`src/hw/rtl/b64_pkg.sv`:
```
// Shared types, status codes and the alphabet lookup for the base64 decoder.
package b64_pkg;

	localparam logic [1:0] ST_DATA   = 2'd0;
	localparam logic [1:0] ST_DONE   = 2'd1;
	localparam logic [1:0] ST_BADLEN = 2'd2;
	localparam logic [1:0] ST_BADCHR = 2'd3;

	localparam logic [7:0] PAD_CHAR   = 8'h3D;
	localparam logic [6:0] BAD_SEXTET = 7'd64;

	typedef struct packed {
		logic [7:0] data;
		logic [1:0] status;
		logic       last;
	} res_t;

	// Standard alphabet: A-Z, a-z, 0-9, '+', '/'; anything else is BAD_SEXTET.
	function automatic logic [6:0] sextet_of(input logic [7:0] c);
		logic [6:0] v;
		case (c) inside
			[8'h41:8'h5A]: v = 7'(c - 8'h41);
			[8'h61:8'h7A]: v = 7'(c - 8'h61 + 8'd26);
			[8'h30:8'h39]: v = 7'(c - 8'h30 + 8'd52);
			8'h2B:         v = 7'd62;
			8'h2F:         v = 7'd63;
			default:       v = BAD_SEXTET;
		endcase
		return v;
	endfunction

endpackage

```
`src/hw/rtl/b64_char_if.sv`:
```
// Character channel: one encoded character per beat, with end-of-message mark.
interface b64_char_if;
	logic       valid;
	logic       ready;
	logic [7:0] char_in;
	logic       last_char;

	modport source (output valid, output char_in, output last_char, input ready);
	modport sink   (input valid, input char_in, input last_char, output ready);
endinterface

```
`src/hw/rtl/b64_res_if.sv`:
```
// Result channel: one decoded byte or one message status per beat.
interface b64_res_if;
	logic        valid;
	logic        ready;
	logic [7:0]  data_byte;
	logic [1:0]  status;
	logic [31:0] err_offset;
	logic [31:0] msg_bytes;
	logic        last;

	modport source (output valid, output data_byte, output status, output err_offset,
		output msg_bytes, output last, input ready);
	modport sink   (input valid, input data_byte, input status, input err_offset,
		input msg_bytes, input last, output ready);
endinterface

```
`src/hw/rtl/base64_stream_decoder.sv`:
```
// A taken character is registered in the input stage; its result beats (up to four)
// then load the buffer that drives the single result port. One character per
// cycle while the buffer is free, else one with result beats waits until it drains.
// Characters that yield no result pass through even while a result beat is stalled.
// Reset: arst_n clears the group and message state, the input stage and the result
// buffer at once; the block is ready for characters as soon as reset is released.
module base64_stream_decoder #(
	parameter int COUNT_WIDTH = 32
) (
	input logic        clk,
	input logic        arst_n,
	b64_char_if.sink   chars,
	b64_res_if.source  results
);
	import b64_pkg::*;

	// ---------------- input stage ----------------
	logic       vld_s1;
	logic [7:0] char_s1;
	logic       last_s1;

	// ---------------- message state ----------------
	logic [6:0]             sext_q [3];
	logic                   tpad_q;    // position three of the group was '='
	logic [1:0]             pos_q;     // place of the next character in its group
	logic [COUNT_WIDTH-1:0] ccnt_q;    // characters seen in this message
	logic [COUNT_WIDTH-1:0] bcnt_q;    // bytes emitted in this message
	logic                   drop_q;    // error seen, discarding to message end

	// ---------------- result buffer ----------------
	// Holds all result beats of one character; beat 0 drives the port.
	res_t        bat_q [4];
	logic [2:0]  bat_cnt_q;
	logic [31:0] bat_off_q;
	logic [31:0] bat_tot_q;

	// ---------------- decode ----------------
	logic [6:0]             v;
	logic                   pad;
	logic                   bad;
	logic [23:0]            word;
	res_t                   nres [4];
	logic [2:0]             nn;
	logic [6:0]             nxt_sext [3];
	logic                   nxt_tpad;
	logic [1:0]             nxt_pos;
	logic [COUNT_WIDTH-1:0] nxt_ccnt;
	logic [COUNT_WIDTH-1:0] nxt_bcnt;
	logic                   nxt_drop;
	logic [COUNT_WIDTH-1:0] tot_n;
	logic [63:0]            ccnt_ext;
	logic [63:0]            tot_ext;

	logic pop;
	logic take;

	always_comb begin
		v    = sextet_of(char_s1);
		pad  = (char_s1 == PAD_CHAR);
		word = {sext_q[0][5:0], sext_q[1][5:0], sext_q[2][5:0], pad ? 6'd0 : v[5:0]};

		// '=' is only legal in positions three and four, and after '=' in position
		// three only another '=' may follow.
		if (pos_q == 2'd3)
			bad = ((v == BAD_SEXTET) && !pad) || (tpad_q && !pad);
		else if (pos_q == 2'd2)
			bad = (v == BAD_SEXTET) && !pad;
		else
			bad = (v == BAD_SEXTET);

		for (int i = 0; i < 4; i++)
			nres[i] = '0;
		nn = 3'd0;
		for (int i = 0; i < 3; i++)
			nxt_sext[i] = sext_q[i];
		nxt_tpad = tpad_q;
		nxt_pos  = pos_q;
		nxt_ccnt = ccnt_q;
		nxt_bcnt = bcnt_q;
		nxt_drop = drop_q;
		tot_n    = bcnt_q;

		if (drop_q) begin
			if (last_s1) begin
				for (int i = 0; i < 3; i++)
					nxt_sext[i] = '0;
				nxt_tpad = 1'b0;
				nxt_pos  = 2'd0;
				nxt_ccnt = '0;
				nxt_bcnt = '0;
				nxt_drop = 1'b0;
			end
		end else begin
			nxt_ccnt = ccnt_q + COUNT_WIDTH'(1);
			if (bad) begin
				nres[0] = {8'd0, ST_BADCHR, 1'b1};
				nn      = 3'd1;
				nxt_drop = 1'b1;
			end else begin
				if (pos_q != 2'd3) begin
					nxt_sext[pos_q] = pad ? 7'd0 : v;
					if (pos_q == 2'd2)
						nxt_tpad = pad;
					nxt_pos = pos_q + 2'd1;
				end else begin
					nres[nn[1:0]] = {word[23:16], ST_DATA, 1'b0};
					nn = nn + 3'd1;
					if (!tpad_q) begin
						nres[nn[1:0]] = {word[15:8], ST_DATA, 1'b0};
						nn = nn + 3'd1;
					end
					if (!pad) begin
						nres[nn[1:0]] = {word[7:0], ST_DATA, 1'b0};
						nn = nn + 3'd1;
					end
					nxt_bcnt = bcnt_q + COUNT_WIDTH'(nn);
					nxt_pos  = 2'd0;
					nxt_tpad = 1'b0;
				end
				tot_n = nxt_bcnt;
				if (last_s1) begin
					if (pos_q == 2'd3)
						nres[nn[1:0]] = {8'd0, ST_DONE, 1'b1};
					else
						nres[nn[1:0]] = {8'd0, ST_BADLEN, 1'b1};
					nn = nn + 3'd1;
				end
			end
			// message end always leaves a clean slate
			if (last_s1) begin
				for (int i = 0; i < 3; i++)
					nxt_sext[i] = '0;
				nxt_tpad = 1'b0;
				nxt_pos  = 2'd0;
				nxt_ccnt = '0;
				nxt_bcnt = '0;
				nxt_drop = 1'b0;
			end
		end
	end

	assign ccnt_ext = 64'(ccnt_q);
	assign tot_ext  = 64'(tot_n);

	// ---------------- handshakes ----------------
	assign pop  = results.valid && results.ready;
	// A character moves on when it yields nothing, or the buffer is free by this edge.
	assign take = vld_s1 && ((nn == 3'd0) || (bat_cnt_q == 3'd0) ||
		((bat_cnt_q == 3'd1) && pop));
	assign chars.ready = !vld_s1 || take;

	always_ff @(posedge clk or negedge arst_n) begin
		if (!arst_n) begin
			vld_s1 <= 1'b0;
		end else begin
			vld_s1 <= (chars.valid && chars.ready) || (vld_s1 && !take);
		end
	end

	always_ff @(posedge clk) begin
		if (chars.valid && chars.ready) begin
			char_s1 <= chars.char_in;
			last_s1 <= chars.last_char;
		end
	end

	always_ff @(posedge clk or negedge arst_n) begin
		if (!arst_n) begin
			for (int i = 0; i < 3; i++)
				sext_q[i] <= '0;
			tpad_q <= 1'b0;
			pos_q  <= 2'd0;
			ccnt_q <= '0;
			bcnt_q <= '0;
			drop_q <= 1'b0;
		end else if (take) begin
			for (int i = 0; i < 3; i++)
				sext_q[i] <= nxt_sext[i];
			tpad_q <= nxt_tpad;
			pos_q  <= nxt_pos;
			ccnt_q <= nxt_ccnt;
			bcnt_q <= nxt_bcnt;
			drop_q <= nxt_drop;
		end
	end

	// ---------------- result buffer ----------------
	always_ff @(posedge clk or negedge arst_n) begin
		if (!arst_n) begin
			bat_cnt_q <= 3'd0;
		end else if (take && (nn != 3'd0)) begin
			bat_cnt_q <= nn;
		end else if (pop) begin
			bat_cnt_q <= bat_cnt_q - 3'd1;
		end
	end

	always_ff @(posedge clk) begin
		if (take && (nn != 3'd0)) begin
			for (int i = 0; i < 4; i++)
				bat_q[i] <= nres[i];
			bat_off_q <= ccnt_ext[31:0];
			bat_tot_q <= tot_ext[31:0];
		end else if (pop) begin
			for (int i = 0; i < 3; i++)
				bat_q[i] <= bat_q[i+1];
			bat_q[3] <= '0;
		end
	end

	assign results.valid      = (bat_cnt_q != 3'd0);
	assign results.data_byte  = bat_q[0].data;
	assign results.status     = bat_q[0].status;
	assign results.last       = bat_q[0].last;
	assign results.err_offset = (bat_q[0].status == ST_BADCHR) ? bat_off_q : 32'd0;
	assign results.msg_bytes  = (bat_q[0].status == ST_DONE) ? bat_tot_q : 32'd0;

endmodule

```
`src/flat_wrapper.sv`:
```
// flat-port wrapper written by rule: the top's interface ports become plain ports
module base64_stream_decoder_flat import b64_pkg::*;
#(
	parameter int COUNT_WIDTH = 32
)
  (clk, arst_n, chars_valid, chars_char_in, chars_last_char, chars_ready, results_valid, results_data_byte, results_status, results_err_offset, results_msg_bytes, results_last, results_ready);
  b64_char_if chars_i ();
  b64_res_if results_i ();
  input logic clk;
  input logic arst_n;
  input wire logic [$bits(chars_i.valid)-1:0] chars_valid;
  input wire logic [$bits(chars_i.char_in)-1:0] chars_char_in;
  input wire logic [$bits(chars_i.last_char)-1:0] chars_last_char;
  output wire logic [$bits(chars_i.ready)-1:0] chars_ready;
  output wire logic [$bits(results_i.valid)-1:0] results_valid;
  output wire logic [$bits(results_i.data_byte)-1:0] results_data_byte;
  output wire logic [$bits(results_i.status)-1:0] results_status;
  output wire logic [$bits(results_i.err_offset)-1:0] results_err_offset;
  output wire logic [$bits(results_i.msg_bytes)-1:0] results_msg_bytes;
  output wire logic [$bits(results_i.last)-1:0] results_last;
  input wire logic [$bits(results_i.ready)-1:0] results_ready;
  assign chars_i.valid = chars_valid;
  assign chars_i.char_in = chars_char_in;
  assign chars_i.last_char = chars_last_char;
  assign chars_ready = chars_i.ready;
  assign results_valid = results_i.valid;
  assign results_data_byte = results_i.data_byte;
  assign results_status = results_i.status;
  assign results_err_offset = results_i.err_offset;
  assign results_msg_bytes = results_i.msg_bytes;
  assign results_last = results_i.last;
  assign results_i.ready = results_ready;
  base64_stream_decoder #(.COUNT_WIDTH(COUNT_WIDTH)) u_core (.clk(clk), .arst_n(arst_n), .chars(chars_i), .results(results_i));
endmodule
```
`config.mk`:
```
export PLATFORM = sky130hd
export DESIGN_NAME = base64_stream_decoder_flat
export DESIGN_NICKNAME = d
export VERILOG_FILES = /design/src/hw/rtl/b64_pkg.sv /design/src/hw/rtl/b64_char_if.sv /design/src/hw/rtl/b64_res_if.sv /design/src/hw/rtl/base64_stream_decoder.sv /design/src/flat_wrapper.sv
export SDC_FILE = /design/constraint.sdc
export NUM_CORES = 1
export LEC_CHECK = 0
export ABC_AREA = 1
export BUFFER_PORTS_ARGS = -buffer_cell sky130_fd_sc_hd__buf_2
export CORE_AREA = 2 2 184 186
export CTS_CLUSTER_DIAMETER = 120
export CTS_CLUSTER_SIZE = 24
export DETAILED_ROUTE_END_ITERATION = 8
export DIE_AREA = 0 0 186 188
export PLACE_DENSITY = 0.62
export SLEW_MARGIN = 30
export SYNTH_ARGS = -nofsm -noshare
export SYNTH_HDL_FRONTEND = slang
export SYNTH_SLANG_ARGS = --single-unit
export TNS_END_PERCENT = 1
```
`constraint.sdc`:
```
create_clock -name clk -period 4.4 [get_ports clk]
set_clock_uncertainty 0.2 [all_clocks]
set_input_delay 0.88 -clock clk [delete_from_list [all_inputs] [get_ports clk]]
set_output_delay 0.88 -clock clk [all_outputs]
set_load 0.02 [all_outputs]
```
# Word level (Yosys, flattened, before mapping)
# Memories as Yosys holds them, arrays and structs flattened.
# Index checks and enable logic that the tools add are counted.
# word_totals
output_inout_bits,77
input_bits,13
ram_bits,44
mem_bits_ro,0
register_bits,166
mem_count,1
wordCells,181
latch_bits,0
# mem_list
memory,words,word_bits,rd,rd_ports_with_merged_regs,write_ports,line_no,rtl
u_core.bat_q,4,11,4,0,4,base64_stream_decoder.sv:32,res_t bat_q [4];
# op_classes
addsub,11
magnitude_cmp,12
shift,0
n_eq_ne,13
muxes,85
n_reduce_logical,32
div,0
bitwise,13
mul,0
# op_table
op,count
$mux W32,10
$mux W44,7
$mux W11,11
$mux W21,5
$and A36 B36 Y36,2
$not A36 Y36,2
$mux W7,7
$mux W3,15
$bwmux W44,1
$demux W11 S2,2
$mux W33,1
$add A32 B1 Y32 const B,1
$add A32 B3 Y32,1
$eq A8 B6 Y1 const B,3
$bwmux W21,1
$mux W1,17
$ge A8 B7 Y1 const B,2
$le A8 B7 Y1 const B,2
$or A8 B8 Y8,2
$demux W7 S2,1
$logic_and A1 B1 Y1,14
$sub A7 B7 Y7 const B,2
$mux W2,6
$ge A3 B3 Y1 const B,3
27 further kinds,48

# Longest topological paths before layout
# depth
ltp_word,32
ltp_mapped,25
depth_no_buf,24

# Least setup slack after synthesis
# OpenSTA, ideal clock, no wires.
# synth_path
path_kind,reg-to-reg
from,reg u_core.char_s1[3]
to,reg u_core.bat_off_q[0] (enable)
path_buffers,1
path_slack_ns,0.008
arrival_ns,3.773
required_ns,3.781
setup_ns,0.419
path_stages_with_launch,20
synth_period_minus_slack_ns,4.392
cell_sequence,edfxtp_1 > inv_1 > ha_1 > nand2_1 > nor3_1 > nor2_4 > nand3_1 > nand3_2 > nor2_4 > nand2_2 > nor2_4 > nand3_1 > nand2_1 > nand2_4 > buf_6 > nand3_4 > nand3_4 > nand2_8 > nand3_4 > inv_1
# synth_between
elab_chain_cells,17
elab_cells_between_ends,46
cone_classes,add/sub (6); order compare (6); eq/ne (4); mux (17); reduce/logical (13)
# synth_lines
item,line_no,rtl
start: declaration,base64_stream_decoder.sv:19,logic [7:0] char_s1;
start signal: assignment,base64_stream_decoder.sv:162,char_s1 <= chars.char_in;
"parallel branches: the longest is 10 deep, another holds $sub A7 B6 Y7",-,
$mux W3 (*),base64_stream_decoder.sv:95,if (bad) begin
$mux W3 (*),base64_stream_decoder.sv:83,if (drop_q) begin
$logic_not A3 Y1,base64_stream_decoder.sv:148,assign take = vld_s1 && ((nn == 3'd0) || (bat_cnt_q == 3'd0) ||
$logic_or A1 B1 Y1 (2 in series),base64_stream_decoder.sv:148,
$logic_and A1 B1 Y1,base64_stream_decoder.sv:148,
$logic_and A1 B1 Y1 (*),base64_stream_decoder.sv:199,if (take && (nn != 3'd0)) begin
end signal: assignment,base64_stream_decoder.sv:202,bat_off_q <= ccnt_ext[31:0];
end: declaration,base64_stream_decoder.sv:34,logic [31:0] bat_off_q;
# Every way passes the cells marked *. The select of a mux whose other input is x is not followed.
# A chain may end at the register's enable or synchronous reset.

# Worst setup path after layout
# layout_path
from,reg u_core.char_s1[0]
to,out chars_ready
# layout_between
elab_chain_cells,17
elab_cells_between_ends,45
cone_classes,add/sub (6); order compare (6); eq/ne (4); mux (17); reduce/logical (12)
# layout_lines
item,line_no,rtl
"parallel branches: the longest is 10 deep, another holds $sub A7 B6 Y7",-,
$mux W3 (*),base64_stream_decoder.sv:95,
$mux W3 (*),base64_stream_decoder.sv:83,
$logic_not A3 Y1 (*),base64_stream_decoder.sv:148,
$logic_or A1 B1 Y1 (*) (2 in series),base64_stream_decoder.sv:148,
$logic_and A1 B1 Y1 (*),base64_stream_decoder.sv:148,
$logic_or A1 B1 Y1 (*),base64_stream_decoder.sv:150,assign chars.ready = !vld_s1 || take;
end: declaration,flat_wrapper.sv:14,output wire logic [$bits(chars_i.ready)-1:0] chars_ready;
# Marked as above.

==> results.md <==
- Clk slew on worst S/H paths: 0.08 ns
- Power density over the cells: 508 mW/mm^2
- Tot Pwr: 6.60 mW
- Initial core utilization: 34.3%
- Status: complete, no violations
- Initial antenna violation count: 0
- First-pass GRT wire length: 45,300 um
- Crit path time final: 4.22 ns
- Total CTS buffers: 17
- Fin Setup TNS: 0 ns
- Area of the multi-input gates: 0.00494 sq mm
- DRT Wirelength: 27,300 um
- Largest net degree at the start of global routing: 77
- HP Class: in -> async
- Worst path max stage delay: 0.45 ns
- GRT Resource Usage Total: 16.2%
- Crit path required time: 3.32 ns
- Crit Path Class: reg -> out
- Final slew viol count: 0
- VDD IR-drop max: 0.000273 V
- Primary FF master, synth: edfxtp_1
- Post-synth cell types: 45
- Die area: 0.0350 sq mm
- Worst Path Arrival: 3.14 ns
- P_leak: 5.63 nW
- Setup crit start kind: register
- Gr ovfl total: 0
- Share of layout cells above drive strength 1: 15.2%
- GPL Wtd Cong: 0.919
- Clock H-tree levels: 4
- Via count: 9,099
- CTS tree: built
- Drt drc: 0
- Ports: 90
- DRT Pass-1 Iters: 5
- Reg area: 0.00553 sq mm
- Final period utilization: 95.8%
- Antenna diode count: 0
- Syn Area/Cell: 8.32 sq um
- CP max-delay cell: edfxtp_1
- Critical path cell sequence: buf_4 > ha_2 > nand3_2 > inv_1 > ha_1 > nor2_1 > ha_1 > nand2_1 > inv_1 > nand3_1 > nand3_4 > nand3_4 > buf_6
- Synth warn: 0
- Relative slew margins: 47.8%
- Sequential fraction of the synthesis area: 48.6%
- Via/cell ratio: 4.77
- Core Area: 0.0331 sq mm
- Largest area contributor in the synthesized netlist: edfxtp_1
- Synth top area share: 28.8%
- Worst Tran Pin Value: 0.777 ns
- Placed cells: 1,864
- Synth area leaders: edfxtp_1, dfrtp_1, nand2_1
- Sink Count: 199
- Crit. End Element: primary output
- FMAX: 237 MHz
- Synth Cell Area: 0.0114 sq mm
- Layout area overhead: 14.3%
- CTS Buffer Depth: 2
- Vias in the first global route: 8,816
- Width of the chip: 186 um
- Worst-path fanout max: 7
- Hold Slack: 0.223 ns
- Final Hold Fails: 0
- Reg2reg path depth: 15
- DR WL/cell: 14.3 um
- I/O Buffers: 89
- Row count: 67
- Synth async-reset ratio: 45.2%
- CTS root buffer: clkbuf_16
- Initial DRC count: 730
- Max_cap viols: 0
- Final core occ: 39.2%
- Syn Inst Count: 1,367
- Filler cells: 3,319
- Clk_lat worst skew: 0.45 ns
- Count leader, synth: nand2_1
- Synth top cells by count: nand2_1, inv_1, nor2_1, edfxtp_1, nand3_1
- DP HPWL: 19,300 um
- Finished Layout Cells: 1,909
- Die Ht: 188 um
- Syn nets: 1,406
- Yosys reg bits: 199
- Count of final setup violators: 0
- Antenna Nets Post-Route: 0
- Post-synth EDFFs: 109
- Nets: 1,488
[layout by cell type, fill, tap and decap left out, types with 41 or more instances in the layout]
| cell | count |
|---|---|
| edfxtp_1 | 109 |
| inv_1 | 169 |
| xor2_1 | 41 |
| dfrtp_1 | 89 |
| buf_2 | 87 |
| nand2_1 | 327 |
| o21ai_0 | 67 |
| nor2_1 | 156 |
| nand3_1 | 89 |
| nor3_1 | 54 |
[registers in the layout, summed over array words and instances (netlist names)]
signal,flops
u_core.drop_q,1
u_core.char_s1,8
u_core.bat_cnt_q,3
u_core.pos_q,2
u_core.sext_q,18
u_core.last_s1,1
u_core.ccnt_q,32
u_core.bcnt_q,32
u_core.bat_off_q,32
u_core.bat_q,36
u_core.tpad_q,1
u_core.vld_s1,1
u_core.bat_tot_q,32
[worst paths after layout]
path / start / end / slack [ns]
setup / recovery: u_core.char_s1[0]$_DFFE_PP_ / chars_ready / 0.18
hold / removal: arst_n / u_core.ccnt_q[4]$_DFFE_PN0P_ / 0.22
setup reg to reg: u_core.char_s1[1]$_DFFE_PP_ / u_core.bat_tot_q[30]$_DFFE_PP_ / 0.47
hold reg to reg: u_core.ccnt_q[14]$_DFFE_PN0P_ / u_core.bat_off_q[14]$_DFFE_PP_ / 0.28
max in group asynchronous: arst_n / u_core.bcnt_q[28]$_DFFE_PN0P_ / 2.99
min in group clk: u_core.ccnt_q[14]$_DFFE_PN0P_ / u_core.bat_off_q[14]$_DFFE_PP_ / 0.28
[where the power goes]
group	leakage (nW)	internal, mW	total [mW]	switching (mW)
clock network	0.275	0.749	1.51	0.764
registers	2.29	2.47	2.64	0.165
logic	3.07	0.646	2.45	1.80
total	5.63	3.87	6.60	2.73
[layer usage]
metal | global-route usage [%] | vias up | wire length, um | part of all wire, %
met3 | 2.27 | 40 | 1030 | 3.8
li1 | - | 4586 | - | -
met1 | 22.4 | 4257 | 13000 | 47
met2 | 26.1 | 216 | 12700 | 47
met5 | 0 | - | 0 | 0
met4 | 5.51 | 0 | 609 | 2.2
[cell families (layout without fill, tap and decap cells)]
family	after synthesis	in the layout	synth area share [%]
and+or+nand+nor	709	709	28.2
xor gates and xnor gates	56	56	4.31
AOI/OAI and AO/OA	138	138	7.22
buffers and inverters	239	333	8.76
DFF	199	199	48.6
adders and majority gates	26	26	2.93
[what timing repair did]
item | CTS | global route
gates cloned | 0 | 0
endpoints found under the setup margin | 1 | 1
resized for setup | 5 | 21
pin swaps | 0 | 9
buffers inserted | 4 | 10
hold buffers | 0 | 0
[layout make-up]
cell class,count,area share [%]
clock buffer,18,3.30
clock inverter,13,1.01
inverter,182,5.28
multi-input combinational,929,38.0
sequential,199,42.5
tap,448,4.31
timing repair buffer,120,5.57
[metrics by stage]
step | setup slack [ns] | instance area [sq um]
after floorplan | 0.00843 | 11400
after global placement | 0.348 | 12200
after detailed placement | 0.307 | 12200
after CTS | 0.0205 | 12800
after global routing | -0.0248 | 13000
final | 0.183 | 13000
[critical path, delay by kind of cell, from the launching register on]
kind                     cells  cell delay, ns
buffers and inverters        4            0.59
adder cells (fa/ha/maj)      3            0.68
AND/OR/NAND/NOR              6            0.94
flip-flops                   1            0.45
(Power assumes the default switching activity.)
